File: config.mk
export PLATFORM = sky130hd
export DESIGN_NAME = imu_orientation_motion_detector
export DESIGN_NICKNAME = d
export VERILOG_FILES = /design/src/rtl/imu_omd_pkg.sv /design/src/rtl/imu_omd_front.sv /design/src/rtl/imu_omd_back.sv /design/src/rtl/imu_orientation_motion_detector.sv
export SDC_FILE = /design/constraint.sdc
export NUM_CORES = 2
export LEC_CHECK = 0
export ABC_AREA = 1
export BUFFER_PORTS_ARGS = -buffer_cell sky130_fd_sc_hd__clkbuf_2
export CELL_PAD_IN_SITES_DETAIL_PLACEMENT = 0
export CELL_PAD_IN_SITES_GLOBAL_PLACEMENT = 2
export CORE_ASPECT_RATIO = 2
export CORE_MARGIN = 5
export CORE_UTILIZATION = 40
export CTS_CLUSTER_DIAMETER = 80
export DETAILED_ROUTE_END_ITERATION = 8
export PLACE_DENSITY_LB_ADDON = 0.2
export SLEW_MARGIN = 20
export SYNTH_ARGS = -nofsm -noshare
export SYNTH_HDL_FRONTEND = slang
export SYNTH_HIERARCHICAL = 1
export SYNTH_SLANG_ARGS = --single-unit
export TNS_END_PERCENT = 50
File: constraint.sdc
create_clock -name clk -period 11.4 [get_ports clk]
set_input_delay 0.57 -clock clk [delete_from_list [all_inputs] [get_ports clk]]
set_output_delay 0.57 -clock clk [all_outputs]
set_load 0.01 [all_outputs]
File: src/rtl/imu_omd_pkg.sv
// ----------------------------------------------------------------------------
// IMU orientation and motion detector - shared package
// Request and configuration types, mode and register codes, the sequence of
// products worked through the shared multiplier, and fixed compare limits.
// ----------------------------------------------------------------------------
package imu_omd_pkg;

  // Detector modes
  localparam logic [1:0] MODE_FACE_UP   = 2'd0;
  localparam logic [1:0] MODE_FACE_DOWN = 2'd1;
  localparam logic [1:0] MODE_FREE_FALL = 2'd2;
  localparam logic [1:0] MODE_MOVING    = 2'd3;

  // Register indexes (byte address = 4 * index)
  localparam logic [1:0] REG_MODE      = 2'd0;
  localparam logic [1:0] REG_THRESHOLD = 2'd1;
  localparam logic [1:0] REG_HOLD      = 2'd2;

  localparam int unsigned ADDR_W = 4;

  // Reset values of the registers
  localparam logic [12:0] THRESHOLD_RST = 13'd3686;
  localparam logic [15:0] HOLD_RST      = 16'd100;

  // Stationary window: 0.88 g .. 1.12 g as 625 * |a|^2 against (22/25)^2, (28/25)^2
  localparam logic [41:0] STILL_LO = 42'd484 << 24;
  localparam logic [41:0] STILL_HI = 42'd784 << 24;
  // 15 deg/s = 240 units, squared
  localparam logic [31:0] RATE_STILL_MAX = 32'd57600;
  // Rate-delta scale: 50 deg/s per unit threshold, squared as 2500
  localparam logic [31:0] RATE_DELTA_K   = 32'd2500;
  localparam logic [31:0] STILL_K        = 32'd625;

  typedef struct packed {
    logic signed [15:0] accel_x;
    logic signed [15:0] accel_y;
    logic signed [15:0] accel_z;
    logic               accel_ok;
    logic signed [15:0] rate_x;
    logic signed [15:0] rate_y;
    logic signed [15:0] rate_z;
    logic               rate_ok;
    logic [31:0]        timestamp_ms;
  } item_t;

  typedef struct packed {
    logic [1:0]  detector_mode;
    logic [12:0] threshold;
    logic [15:0] hold_ms;
  } cfg_t;

  // Products formed on the shared multiplier, in issue order
  typedef enum logic [3:0] {
    OP_TT, OP_AX, OP_AY, OP_AZ, OP_RX, OP_RY, OP_RZ,
    OP_DAX, OP_DAY, OP_DAZ, OP_DRX, OP_DRY, OP_DRZ,
    OP_TS, OP_S625, OP_T2500
  } op_t;

  typedef enum logic [1:0] {
    BK_IDLE, BK_RUN, BK_DRAIN, BK_DONE
  } back_state_t;

  // Step to the next product that the mode needs
  function automatic op_t next_op(input logic [1:0] mode, input op_t op);
    op_t nxt;
    nxt = op_t'(op + 4'd1);
    if (mode == MODE_MOVING && op == OP_TT) begin
      nxt = OP_DAX;
    end else if (mode == MODE_MOVING && op == OP_DRZ) begin
      nxt = OP_T2500;
    end else if (op == OP_RZ) begin
      nxt = OP_TS;
    end
    return nxt;
  endfunction

  // Final product of each mode's sequence
  function automatic op_t last_op(input logic [1:0] mode);
    op_t lst;
    unique case (mode) inside
      MODE_FACE_UP, MODE_FACE_DOWN: lst = OP_S625;
      MODE_FREE_FALL:               lst = OP_AZ;
      default:                      lst = OP_T2500;
    endcase
    return lst;
  endfunction

  // Magnitude of a 17-bit signed value known to lie within +/-65535
  function automatic logic [15:0] mag17(input logic signed [16:0] v);
    logic signed [16:0] neg;
    neg = -v;
    return v[16] ? neg[15:0] : v[15:0];
  endfunction

endpackage

File: src/rtl/imu_omd_front.sv
// ----------------------------------------------------------------------------
// IMU orientation and motion detector - front end
// Accepts samples and holds them in a two-entry queue that decouples the
// input handshake from the arithmetic back end.
// ----------------------------------------------------------------------------
module imu_omd_front (
  input  logic                clk,
  input  logic                rst_n,
  input  logic                in_valid,
  output logic                in_ready,
  input  imu_omd_pkg::item_t  in_item,
  output logic                q_valid,
  input  logic                q_ready,
  output imu_omd_pkg::item_t  q_item
);
  import imu_omd_pkg::*;

  item_t      q_mem [2];
  logic       wr_ptr_r;
  logic       rd_ptr_r;
  logic [1:0] cnt_r;
  logic [1:0] cnt_nxt;
  logic       push;
  logic       pop;

  // Queue flags
  assign in_ready = (cnt_r != 2'd2);
  assign q_valid  = (cnt_r != 2'd0);
  assign q_item   = q_mem[rd_ptr_r];
  assign push     = in_valid && in_ready;
  assign pop      = q_valid && q_ready;

  // Occupancy
  always_comb begin
    case ({push, pop})
      2'b10:   cnt_nxt = cnt_r + 2'd1;
      2'b01:   cnt_nxt = cnt_r - 2'd1;
      default: cnt_nxt = cnt_r;
    endcase
  end

  // Store an incoming request
  always_ff @(posedge clk) begin
    if (push) begin
      q_mem[wr_ptr_r] <= in_item;
    end
  end

  // Advance pointers
  always_ff @(posedge clk) begin
    if (!rst_n) begin
      wr_ptr_r <= 1'b0;
      rd_ptr_r <= 1'b0;
      cnt_r    <= 2'd0;
    end else begin
      if (push) begin
        wr_ptr_r <= ~wr_ptr_r;
      end
      if (pop) begin
        rd_ptr_r <= ~rd_ptr_r;
      end
      cnt_r <= cnt_nxt;
    end
  end

endmodule

File: src/rtl/imu_omd_back.sv
// ----------------------------------------------------------------------------
// IMU orientation and motion detector - back end
// Works one sample through a shared 32x32 multiplier, one product a cycle,
// then applies the selected detector, updates its state and publishes.
// ----------------------------------------------------------------------------
module imu_omd_back (
  input  logic                clk,
  input  logic                rst_n,
  input  imu_omd_pkg::cfg_t   cfg,
  input  logic                q_valid,
  output logic                q_ready,
  input  imu_omd_pkg::item_t  q_item,
  output logic                out_valid,
  input  logic                out_ready,
  output logic                out_detected
);
  import imu_omd_pkg::*;

  back_state_t        state_r;
  back_state_t        state_nxt;
  op_t                step_r;
  item_t              item_r;
  logic               start;
  logic               issue;
  logic               finish;
  logic               out_free;

  // Shared multiplier
  logic [31:0]        mul_a;
  logic [31:0]        mul_b;
  logic [63:0]        mul_p;
  logic [15:0]        sq_op;
  logic [63:0]        prod_r;
  op_t                prod_tag_r;
  logic               prod_vld_r;

  // Accumulated terms
  logic [25:0]        t2_r;
  logic [31:0]        s_r;
  logic [31:0]        g_r;
  logic [30:0]        zsq_r;
  logic [33:0]        da_r;
  logic [33:0]        dr_r;
  logic [57:0]        ts_r;
  logic [41:0]        s625_r;
  logic [37:0]        t2500_r;

  // Detector state
  logic signed [15:0] pa_r [3];
  logic signed [15:0] pr_r [3];
  logic               pa_seen_r;
  logic               pr_seen_r;
  logic               shown_r;
  logic               fall_pend_r;
  logic [31:0]        fall_start_r;
  logic [31:0]        last_motion_r;

  // Output register
  logic               out_valid_r;
  logic               out_valid_nxt;
  logic               out_det_r;

  // Decision
  logic               still;
  logic               zpos;
  logic               fall_low;
  logic [31:0]        fall_el;
  logic [31:0]        quiet_el;
  logic               mv_a;
  logic               mv_r;
  logic               moving;
  logic               pub_en;
  logic               pub_val;

  assign out_free = !out_valid_r || out_ready;

  // Next state
  always_comb begin
    state_nxt = state_r;
    unique case (state_r)
      BK_IDLE:  if (q_valid) state_nxt = BK_RUN;
      BK_RUN:   if (step_r == last_op(cfg.detector_mode)) state_nxt = BK_DRAIN;
      BK_DRAIN: state_nxt = BK_DONE;
      BK_DONE:  if (out_free) state_nxt = BK_IDLE;
      default:  state_nxt = BK_IDLE;
    endcase
  end

  // State outputs
  always_comb begin
    q_ready = 1'b0;
    issue   = 1'b0;
    finish  = 1'b0;
    unique case (state_r)
      BK_IDLE:  q_ready = 1'b1;
      BK_RUN:   issue   = 1'b1;
      BK_DRAIN: ;
      BK_DONE:  finish  = out_free;
      default:  ;
    endcase
  end

  assign start = q_ready && q_valid;

  always_ff @(posedge clk) begin
    if (!rst_n) begin
      state_r <= BK_IDLE;
    end else begin
      state_r <= state_nxt;
    end
  end

  // Square operand for the axis and delta products
  always_comb begin
    case (step_r)
      OP_AX:   sq_op = mag17({item_r.accel_x[15], item_r.accel_x});
      OP_AY:   sq_op = mag17({item_r.accel_y[15], item_r.accel_y});
      OP_AZ:   sq_op = mag17({item_r.accel_z[15], item_r.accel_z});
      OP_RX:   sq_op = mag17({item_r.rate_x[15], item_r.rate_x});
      OP_RY:   sq_op = mag17({item_r.rate_y[15], item_r.rate_y});
      OP_RZ:   sq_op = mag17({item_r.rate_z[15], item_r.rate_z});
      OP_DAX:  sq_op = mag17({item_r.accel_x[15], item_r.accel_x} - {pa_r[0][15], pa_r[0]});
      OP_DAY:  sq_op = mag17({item_r.accel_y[15], item_r.accel_y} - {pa_r[1][15], pa_r[1]});
      OP_DAZ:  sq_op = mag17({item_r.accel_z[15], item_r.accel_z} - {pa_r[2][15], pa_r[2]});
      OP_DRX:  sq_op = mag17({item_r.rate_x[15], item_r.rate_x} - {pr_r[0][15], pr_r[0]});
      OP_DRY:  sq_op = mag17({item_r.rate_y[15], item_r.rate_y} - {pr_r[1][15], pr_r[1]});
      OP_DRZ:  sq_op = mag17({item_r.rate_z[15], item_r.rate_z} - {pr_r[2][15], pr_r[2]});
      default: sq_op = 16'd0;
    endcase
  end

  // Multiplier operand select
  always_comb begin
    unique case (step_r)
      OP_TT: begin
        mul_a = 32'(cfg.threshold);
        mul_b = 32'(cfg.threshold);
      end
      OP_TS: begin
        mul_a = s_r;
        mul_b = 32'(t2_r);
      end
      OP_S625: begin
        mul_a = s_r;
        mul_b = STILL_K;
      end
      OP_T2500: begin
        mul_a = 32'(t2_r);
        mul_b = RATE_DELTA_K;
      end
      default: begin
        mul_a = 32'(sq_op);
        mul_b = 32'(sq_op);
      end
    endcase
  end

  assign mul_p = 64'(mul_a) * 64'(mul_b);

  // Register each product, then fold it into its term
  always_ff @(posedge clk) begin
    if (!rst_n) begin
      step_r     <= OP_TT;
      prod_vld_r <= 1'b0;
      prod_tag_r <= OP_TT;
    end else begin
      prod_vld_r <= issue;
      if (start) begin
        step_r <= OP_TT;
      end else if (issue) begin
        step_r     <= next_op(cfg.detector_mode, step_r);
        prod_tag_r <= step_r;
      end
    end
  end

  always_ff @(posedge clk) begin
    if (issue) begin
      prod_r <= mul_p;
    end
    if (start) begin
      item_r <= q_item;
      s_r    <= 32'd0;
      g_r    <= 32'd0;
      da_r   <= 34'd0;
      dr_r   <= 34'd0;
    end else if (prod_vld_r) begin
      case (prod_tag_r) inside
        OP_TT:                  t2_r <= prod_r[25:0];
        OP_AX, OP_AY:           s_r  <= s_r + prod_r[31:0];
        OP_AZ: begin
          s_r   <= s_r + prod_r[31:0];
          zsq_r <= prod_r[30:0];
        end
        OP_RX, OP_RY, OP_RZ:    g_r  <= g_r + prod_r[31:0];
        OP_DAX, OP_DAY, OP_DAZ: da_r <= da_r + {2'd0, prod_r[31:0]};
        OP_DRX, OP_DRY, OP_DRZ: dr_r <= dr_r + {2'd0, prod_r[31:0]};
        OP_TS:                  ts_r    <= prod_r[57:0];
        OP_S625:                s625_r  <= prod_r[41:0];
        OP_T2500:               t2500_r <= prod_r[37:0];
        default: ;
      endcase
    end
  end

  // Apply the selected detector
  always_comb begin
    still = item_r.accel_ok && (s625_r >= STILL_LO) && (s625_r <= STILL_HI) &&
            !(item_r.rate_ok && (g_r > RATE_STILL_MAX));
    zpos = (cfg.detector_mode == MODE_FACE_UP) ? (item_r.accel_z > 16'sd0)
                                               : item_r.accel_z[15];
    fall_low = s_r < {6'd0, t2_r};
    fall_el  = item_r.timestamp_ms - fall_start_r;
    quiet_el = item_r.timestamp_ms - last_motion_r;
    mv_a     = item_r.accel_ok && pa_seen_r && (da_r > {8'd0, t2_r});
    mv_r     = item_r.rate_ok && pr_seen_r && ({dr_r, 16'd0} > {12'd0, t2500_r});
    moving   = mv_a || mv_r;
    pub_en   = 1'b0;
    pub_val  = 1'b0;
    unique case (cfg.detector_mode) inside
      MODE_FACE_UP, MODE_FACE_DOWN: begin
        pub_en  = still;
        pub_val = zpos && ({3'd0, zsq_r, 24'd0} > ts_r);
      end
      MODE_FREE_FALL: begin
        if (item_r.accel_ok) begin
          if (!fall_low) begin
            pub_en = 1'b1;
          end else if (fall_pend_r && (fall_el >= {16'd0, cfg.hold_ms})) begin
            pub_en  = 1'b1;
            pub_val = 1'b1;
          end
        end
      end
      default: begin
        if (item_r.accel_ok || item_r.rate_ok) begin
          if (moving) begin
            pub_en  = 1'b1;
            pub_val = 1'b1;
          end else if (shown_r && (quiet_el >= {16'd0, cfg.hold_ms})) begin
            pub_en = 1'b1;
          end
        end
      end
    endcase
  end

  // Update detector control state
  always_ff @(posedge clk) begin
    if (!rst_n) begin
      shown_r       <= 1'b0;
      fall_pend_r   <= 1'b0;
      fall_start_r  <= 32'd0;
      last_motion_r <= 32'd0;
      pa_seen_r     <= 1'b0;
      pr_seen_r     <= 1'b0;
    end else if (finish) begin
      if (pub_en) begin
        shown_r <= pub_val;
      end
      if (cfg.detector_mode == MODE_FREE_FALL) begin
        if (!item_r.accel_ok || !fall_low) begin
          fall_pend_r <= 1'b0;
        end else if (!fall_pend_r) begin
          fall_pend_r  <= 1'b1;
          fall_start_r <= item_r.timestamp_ms;
        end
      end
      if (cfg.detector_mode == MODE_MOVING) begin
        if (item_r.accel_ok) begin
          pa_seen_r <= 1'b1;
        end
        if (item_r.rate_ok) begin
          pr_seen_r <= 1'b1;
        end
        if (moving) begin
          last_motion_r <= item_r.timestamp_ms;
        end
      end
    end
  end

  // Hold previous samples for the delta test
  always_ff @(posedge clk) begin
    if (finish && cfg.detector_mode == MODE_MOVING) begin
      if (item_r.accel_ok) begin
        pa_r[0] <= item_r.accel_x;
        pa_r[1] <= item_r.accel_y;
        pa_r[2] <= item_r.accel_z;
      end
      if (item_r.rate_ok) begin
        pr_r[0] <= item_r.rate_x;
        pr_r[1] <= item_r.rate_y;
        pr_r[2] <= item_r.rate_z;
      end
    end
  end

  // Output register: drop on take, load on publish
  always_comb begin
    out_valid_nxt = out_valid_r && !out_ready;
    if (finish && pub_en) begin
      out_valid_nxt = 1'b1;
    end
  end

  always_ff @(posedge clk) begin
    if (!rst_n) begin
      out_valid_r <= 1'b0;
    end else begin
      out_valid_r <= out_valid_nxt;
    end
  end

  always_ff @(posedge clk) begin
    if (finish && pub_en) begin
      out_det_r <= pub_val;
    end
  end

  assign out_valid    = out_valid_r;
  assign out_detected = out_det_r;

endmodule

File: src/rtl/imu_orientation_motion_detector.sv
// ----------------------------------------------------------------------------
// IMU orientation and motion detector - top level
// A request waits in the front-end queue; the back end then forms the products
// that its mode needs and may publish a result once the output register is free.
// The back end works one request at a time, the shared multiplier forming one
// product a cycle; two requests may queue in front.
// Synchronous active-low reset clears control state and loads register resets.
// ----------------------------------------------------------------------------
module imu_orientation_motion_detector (
  input  logic                            clk,
  input  logic                            rst_n,
  input  logic                            in_valid,
  output logic                            in_ready,
  input  logic signed [15:0]              in_accel_x,
  input  logic signed [15:0]              in_accel_y,
  input  logic signed [15:0]              in_accel_z,
  input  logic                            in_accel_ok,
  input  logic signed [15:0]              in_rate_x,
  input  logic signed [15:0]              in_rate_y,
  input  logic signed [15:0]              in_rate_z,
  input  logic                            in_rate_ok,
  input  logic [31:0]                     in_timestamp_ms,
  output logic                            out_valid,
  input  logic                            out_ready,
  output logic                            out_detected,
  input  logic                            psel,
  input  logic                            penable,
  input  logic                            pwrite,
  input  logic [imu_omd_pkg::ADDR_W-1:0]  paddr,
  input  logic [31:0]                     pwdata,
  output logic [31:0]                     prdata,
  output logic                            pready
);
  import imu_omd_pkg::*;

  cfg_t       cfg_r;
  item_t      in_item;
  item_t      q_item;
  logic       q_valid;
  logic       q_ready;
  logic       cfg_wr;
  logic [1:0] reg_idx;

  assign pready  = 1'b1;
  assign cfg_wr  = psel && penable && pwrite;
  assign reg_idx = paddr[3:2];

  // Configuration registers
  always_ff @(posedge clk) begin
    if (!rst_n) begin
      cfg_r.detector_mode <= MODE_FACE_UP;
      cfg_r.threshold     <= THRESHOLD_RST;
      cfg_r.hold_ms       <= HOLD_RST;
    end else if (cfg_wr) begin
      case (reg_idx)
        REG_MODE:      cfg_r.detector_mode <= pwdata[1:0];
        REG_THRESHOLD: cfg_r.threshold     <= pwdata[12:0];
        REG_HOLD:      cfg_r.hold_ms       <= pwdata[15:0];
        default: ;
      endcase
    end
  end

  // Read-back
  always_comb begin
    unique case (reg_idx)
      REG_MODE:      prdata = {30'd0, cfg_r.detector_mode};
      REG_THRESHOLD: prdata = {19'd0, cfg_r.threshold};
      REG_HOLD:      prdata = {16'd0, cfg_r.hold_ms};
      default:       prdata = 32'd0;
    endcase
  end

  // Gather the request fields
  always_comb begin
    in_item.accel_x      = in_accel_x;
    in_item.accel_y      = in_accel_y;
    in_item.accel_z      = in_accel_z;
    in_item.accel_ok     = in_accel_ok;
    in_item.rate_x       = in_rate_x;
    in_item.rate_y       = in_rate_y;
    in_item.rate_z       = in_rate_z;
    in_item.rate_ok      = in_rate_ok;
    in_item.timestamp_ms = in_timestamp_ms;
  end

  imu_omd_front u_front (
    .clk      (clk),
    .rst_n    (rst_n),
    .in_valid (in_valid),
    .in_ready (in_ready),
    .in_item  (in_item),
    .q_valid  (q_valid),
    .q_ready  (q_ready),
    .q_item   (q_item)
  );

  imu_omd_back u_back (
    .clk          (clk),
    .rst_n        (rst_n),
    .cfg          (cfg_r),
    .q_valid      (q_valid),
    .q_ready      (q_ready),
    .q_item       (q_item),
    .out_valid    (out_valid),
    .out_ready    (out_ready),
    .out_detected (out_detected)
  );

endmodule

## Word level (Yosys, flattened, before mapping)

Memory sizes are Yosys's and may differ from the RTL's. A register that Yosys moved wholly into a read port is not among the register bits.
Index checks and enable logic that the tools add are counted.

| word-level totals | value |
|---|---|
| memories kept | 3 |
| input bits | 173 |
| word-level logic and storage cells | 246 |
| flip-flop bits (word level) | 501 |
| output and inout port bits | 36 |
| memory bits (writable) | 356 |

| cells by class | value |
|---|---|
| eq/ne operators | 45 |
| bitwise logic cells | 14 |
| $mul | 1 |
| reductions and logical operators | 64 |
| mux-type cells | 54 |
| order comparisons | 10 |
| $add $sub $neg | 27 |

Memory list:

| memory | depth | width | read ports | clocked after memory_dff | write ports | RTL line | RTL |
|---|---|---|---|---|---|---|---|
| u_front.q_mem | 2 | 130 | 1 | 1 | 1 | imu_omd_front.sv:18 | `item_t q_mem [2];` |
| u_back.pa_r | 3 | 16 | 3 | 0 | 3 | imu_omd_back.sv:49 | `logic signed [15:0] pa_r [3];` |
| u_back.pr_r | 3 | 16 | 3 | 0 | 3 | imu_omd_back.sv:50 | `logic signed [15:0] pr_r [3];` |

Operators by type and width:

| cell | number |
|---|---|
| two-way mux 16 bit | 12 |
| negation 16 bit | 12 |
| case mux 16 bit (12 select lines) | 1 |
| case mux 26 bit (4 select lines) | 1 |
| subtractor 16 x 16 -> 17 bit | 6 |
| case mux 32 bit (3 select lines) | 1 |
| adder 34 x 32 -> 34 bit | 2 |
| adder 32 bit | 2 |
| == test 4 bit (second input constant) | 16 |
| greater-or-equal comparator 32 x 16 -> 1 bit | 2 |
| two-way mux 32 bit | 2 |
| subtractor 32 bit | 2 |
| greater-than comparator 55 x 58 -> 1 bit | 1 |
| multiplier 32 x 26 -> 58 bit | 1 |
| greater-than comparator 50 x 38 -> 1 bit | 1 |
| case mux 16 bit (3 select lines) | 1 |
| greater-or-equal comparator 42 x 33 -> 1 bit (second input constant) | 1 |
| less-or-equal comparator 42 x 34 -> 1 bit (second input constant) | 1 |
| greater-than comparator 34 x 26 -> 1 bit | 1 |
| == test 4 x 3 -> 1 bit (second input constant) | 8 |
| greater-than comparator 32 x 16 -> 1 bit (second input constant) | 1 |
| less-than comparator 32 x 26 -> 1 bit | 1 |
| two-way mux 1 bit | 24 |
| logical AND 1 bit | 20 |
| other kinds (34) | 95 |

## Depth between registers and ports, before layout

| logic depth | value |
|---|---|
| depth in word-level cells | 9 |
| mapped depth | 52 |

## Hierarchy

Netlist, hierarchy kept.

Modules (own cells, without submodules):

| module | cells an instance | instances | area an instance (µm²) |
|---|---|---|---|
| imu_omd_back | 9615 | 1 | 75348.5 |
| imu_omd_front | 440 | 1 | 9641.7 |
| imu_orientation_motion_detector | 252 | 1 | 1616.6 |

## Worst setup path after synthesis

No wires, ideal clock.

| timing path | value |
|---|---|
| kind | reg2reg |
| from | register, netlist name u_back/item_r[49] |
| to | register u_back.prod_r[52], data pin |
| cell stages (with the launch flop) | 46 |
| data required time | 11.141 ns |
| arrival time | 8.461 ns |
| slack | 2.680 ns |
| cell sequence | edfxtp_1 -> inv_1 -> ha_1 -> fa_1 -> nand3b_1 -> nand2_1 -> nand4_1 -> nand3_1 -> a21oi_1 -> nand2_1 -> xor2_2 -> buf_4 -> nor2_1 -> nand2_1 -> nand3_1 -> o21ai_1 -> nor2_1 -> a21oi_2 -> [... 10 more ...] -> fa_1 -> inv_1 -> fa_1 -> inv_1 -> ha_1 -> a21oi_1 -> inv_1 -> a21oi_1 -> nor3_1 -> nor3_1 -> o21ai_0 -> a21oi_1 -> o21ai_0 -> nand3_1 -> nand2_1 -> nand3_1 -> nand3_1 -> xor2_1 |

| on the way | value |
|---|---|
| word-level cells in the longest chain between the ends | 6 |
| elaborated cells between the ends (all ways) | 9 |
| those cells by class | add/sub (3); mul (1); mux (5) |

Ends and longest elaborated chain:

| element | RTL line | RTL |
|---|---|---|
| subtractor 16 x 16 -> 17 bit | imu_omd_back.sv:126 | `OP_DRY: sq_op = mag17({item_r.rate_y[15], item_r.rate_y} - {pr_r[1][15], pr_r[1]});` |
| negation 16 bit | imu_omd_pkg.sv:91 | `neg = -v;` |
| two-way mux 16 bit | imu_omd_pkg.sv:92 | `return v[16] ? neg[15:0] : v[15:0];` |
| case mux 16 bit (12 select lines) * | imu_omd_back.sv:115 | `case (step_r)` |
| case mux 26 bit (4 select lines) or case mux 32 bit (3 select lines) (tied branches) | imu_omd_back.sv:134 | `unique case (step_r)` |
| multiplier 32 x 26 -> 58 bit * | imu_omd_back.sv:158 | `assign mul_p = 64'(mul_a) * 64'(mul_b);` |
| named net u_back.mul_p[52] | imu_omd_back.sv:31 | `logic [63:0] mul_p;` |
| to (signal assigned) | imu_omd_back.sv:179 | `prod_r <= mul_p;` |
| to (decl) | imu_omd_back.sv:33 | `logic [63:0] prod_r;` |

Mark *: on every way through the listed nets, which the timed path passes. The rest lies on a longest branch.
A chain may end at the register's enable or synchronous reset.

## Worst setup path after layout

| timing path | value |
|---|---|
| from | register u_back.step_r[3] |
| to | register u_back.prod_r[57], data pin |

| on the way | value |
|---|---|
| word-level cells in the longest chain between the ends | 4 |
| elaborated cells between the ends (all ways) | 21 |
| those cells by class | mul (1); eq/ne (15); mux (3); reduce/logical (2) |

Ends and longest elaborated chain:

| element | RTL line | RTL |
|---|---|---|
| from (decl) | imu_omd_back.sv:21 | `op_t step_r;` |
| from (signal assigned) | imu_omd_back.sv:171 | `step_r <= next_op(cfg.detector_mode, step_r);` |
| == test 4 bit (tied with other cells) | imu_omd_back.sv:115 |  |
| case mux 16 bit (12 select lines) or OR reduction 2 bit (tied branches) | n/a |  |
| case mux 26 bit (4 select lines) or case mux 32 bit (3 select lines) (tied branches) | imu_omd_back.sv:134 |  |
| multiplier 32 x 26 -> 58 bit * | imu_omd_back.sv:158 |  |
| named net u_back.mul_p[57] | imu_omd_back.sv:31 |  |

Marks and branches as above.

==> impl_metrics.env <==
export IMPL_syn_cell_area_sq_um=86600
export IMPL_crit_family="adder cells"
export IMPL_cts_tree="done"
export IMPL_numCtsBuffers=92
export IMPL_clock_skew_ns=0.103
export IMPL_dpl_hpwl_um=275000
export IMPL_clockBufferDepth=3
export IMPL_worstMarginPinSlew_ns=1.13
export IMPL_regToRegEndpoint="u_back/prod_r[57]"
export IMPL_io_buffers=173
export IMPL_synthFlopType="edfxtp_1"
export IMPL_overflow=0
export IMPL_ys_top_cells_by_count="inv_1 (1977), nand2_1 (1879), nor2_1 (1105), edfxtp_1 (740), fa_1 (730)"
export IMPL_max_slew_margin_pct=24.3
export IMPL_antenna_found_initial=20
export IMPL_synth_cell_types=69
export IMPL_r2r_setup_slack_ns=0.37
export IMPL_hold_viol=0
export IMPL_clk_pin_slew_ns=0.07
export IMPL_pre_cts_ws_ns=0.375
export IMPL_detail_route_antenna_nets=0
export IMPL_crit_buf_inv=11
export IMPL_wl_um=335000
export IMPL_fill_cells=21500
export IMPL_postCtsSetupBuffers=0
export IMPL_synth_async_reset_ratio_pct=0
export IMPL_dr_total_vias=72200
export IMPL_whs_path_depth=1
export IMPL_min_delay_path_class="in2reg"
export IMPL_max_freq_ghz=0.0907
export IMPL_initial_core_util_pct=40.2
export IMPL_ff2ff_path_depth=40
export IMPL_worst_path_most_repeated_cell="fa_1"
export IMPL_worstPathMaxFanout=9
export IMPL_critPathSlowestCell="fa_1"
export IMPL_start_kind="register"
export IMPL_synth_seq_area_share_pct=31.4
export IMPL_die_area_sq_um=226000
export IMPL_finalSetupViolCount=0
export IMPL_die_x_um=339
export IMPL_min_to="u_front/q_mem[0][67]"
export IMPL_syn_area_per_cell_sq_um=8.40
export IMPL_drc=0
export IMPL_required_ns=11.87
export IMPL_cpPeakStageDelay_ns=0.73
export IMPL_grt_start_max_net_pins=103
export IMPL_grt_total_usage_pct=29.2
export IMPL_netlist_area_leader_share_pct=25.7
export IMPL_drive_above_1_share_pct=9.26
export IMPL_viasPerCell=5.29
export IMPL_hp_start="in_rate_x[2]"
export IMPL_synth_edff_count=740
export IMPL_grt_pass1_vias=75600
export IMPL_die_h_um=668
export IMPL_cts_htree_levels=3
export IMPL_io_pins=209
export IMPL_drtIter0Drc=4261
export IMPL_area_growth_synth_to_final_pct=11.8
export IMPL_setup_ws_ns=0.373
export IMPL_avgRoutedWirePerCell_um=24.5
export IMPL_synth_area_leaders="edfxtp_1 (26%), fa_1 (17%), ha_1 (9.2%)"
export IMPL_drv_cap=0
export IMPL_routabilityCongestion=0.946
export IMPL_cp_arrival_ns=11.50
export IMPL_critPathKind="reg2reg"
export IMPL_fp_coreArea_sq_um=216000
export IMPL_reg2reg_from="u_back/step_r[3]"
export IMPL_cp_end_kind="register"
export IMPL_ys_warn_count=6
export IMPL_clockRootBuffer="clkbuf_16"
export IMPL_synth_top_area_cell="edfxtp_1"
export IMPL_slew_viol_final=0
export IMPL_rsz0062_at_grt="true"
export IMPL_clock_sinks=988
export IMPL_timing_final_crit_period_ns=11.03
export IMPL_synth_most_common_cell="inv_1"
export IMPL_grt_pass1_wl_um=486000
export IMPL_syn_inst=10300
export IMPL_fin_crit_sh_pct=96.7
export IMPL_rows=241
export IMPL_firstDrtPassIters=7
export IMPL_final_nets=12300
export IMPL_outcome="finished, final reports clean"
export IMPL_final_util_pct=44.9
export IMPL_clk_latency_ns=0.75
export IMPL_ys_seq_elements=988
## per-layer routing
layer  wire (um)  global-route usage (%)  vias to the layer above  share of wire (%)
met3       11400                    2.92                      986                3.4
met4       35600                    23.8                        8                 11
met1      107000                    27.0                    35200                 32
met2      180000                    56.9                     2029                 54
met5          43                       0                        -              0.013
li1            -                       -                    34000                  -
## final cells by class
type	count	area, sq um	area share [%]
Antenna cell	4	10.0	0.0103
Inverter	2013	7570	7.82
Clock inverter	67	832	0.859
Sequential cell	988	27200	28.1
Tap cell	2794	3500	3.61
Clock buffer	102	2350	2.43
Multi-Input combinational cell	7053	50600	52.3
Timing Repair Buffer	643	4750	4.91
## state kept, by name, indices dropped and copies added (netlist names), 34 cells and up, named ones only
name,flops
u_back/item_r,130
u_back/prod_r,58
u_front/q_mem,260
u_back/t2500_r,38
u_back/da_r,34
u_back/s625_r,42
u_back/ts_r,58
u_back/dr_r,34
u_back/pr_r,48
u_back/pa_r,48
## through the flow
step	instances	setup TNS [ns]	cell area (sq um)	hold WS [ns]
global placement	13400	0	92700	0.401
detailed placement	13400	0	92700	0.406
global route	13700	-0.0124	96800	0.0332
CTS	13700	0	96800	0.000246
floorplan	10300	0	86700	0.400
finish	13700	0	96800	0.0676
## kinds of logic after synthesis
logic type	Yosys count	share of synthesized area [%]
mux	130	1.69
xor+xnor	243	2.57
buf+inv	2281	10.4
simple gates	3854	18.6
other cells	2	0.00867
fa+ha+maj	1364	26.0
compound gates	1445	9.31
flops	988	31.4
## repair_timing
item                                   in CTS  in global routing
gates resized for setup                     0                 11
hold buffers                               92                  0
setup endpoints to repair                   0                 11
endpoints found under the hold margin     173                  0
## worst reg2reg max path, delay by kind of cell (launching register included)
kind	cells	cell delay, ns
compound gates	5	1.33
xor+xnor	1	0.13
fa+ha+maj	8	4.11
buf+inv	11	1.47
flops	1	0.42
simple gates	15	3.31
## placed cells by master, fill, tap and decap left out, types with 18 or more instances in the layout
| cell type | netlist | final |
|---|---|---|
| o21bai_1 | 54 | 54 |
| o221ai_1 | 18 | 18 |
| dlygate4sd3_1 | 0 | 92 |
| nand2_1 | 1879 | 1876 |
| xor2_1 | 159 | 159 |
| a21oi_1 | 629 | 628 |
| ha_1 | 634 | 633 |
| inv_2 | 25 | 23 |
| edfxtp_1 | 740 | 740 |
| dfxtp_1 | 248 | 247 |
| nand3_1 | 454 | 453 |
| nand4_1 | 96 | 96 |
| nand2_2 | 26 | 25 |
| nor2_4 | 14 | 20 |
| a31oi_1 | 47 | 47 |
| o21ai_1 | 31 | 31 |
| buf_4 | 48 | 369 |
| clkbuf_16 | 0 | 92 |
| nor4_1 | 42 | 42 |
| o22ai_1 | 21 | 21 |
| nand3b_1 | 39 | 39 |
| nor2_2 | 22 | 26 |
| clkbuf_2 | 0 | 172 |
| inv_1 | 1977 | 1976 |
| a21o_1 | 19 | 19 |
| fa_1 | 730 | 730 |
| xnor2_1 | 71 | 71 |
| o21a_1 | 35 | 35 |
| or2_2 | 20 | 20 |
| nor2_1 | 1105 | 1095 |
| o21ai_0 | 458 | 457 |
| nor3_1 | 116 | 113 |
| mux2_2 | 130 | 130 |
| o211ai_1 | 40 | 40 |
## how the worst max path moves through the flow
stage	start	depth (start not counted)	end	slack [ns]
global route	u_back/item_r[33]	46	u_back/prod_r[54]	-0.01
floorplan	u_back/item_r[49]	45	u_back/prod_r[52]	2.68
CTS	u_back/item_r[33]	45	u_back/prod_r[46]	0.38
finish	u_back/step_r[3]	40	u_back/prod_r[57]	0.37
detailed placement	u_back/item_r[33]	45	u_back/prod_r[46]	0.37
global placement	u_back/item_r[33]	45	u_back/prod_r[51]	0.37
Power is not shown: default switching activity piles up to over one toggle a cycle in this logic, so the estimate is an artifact.
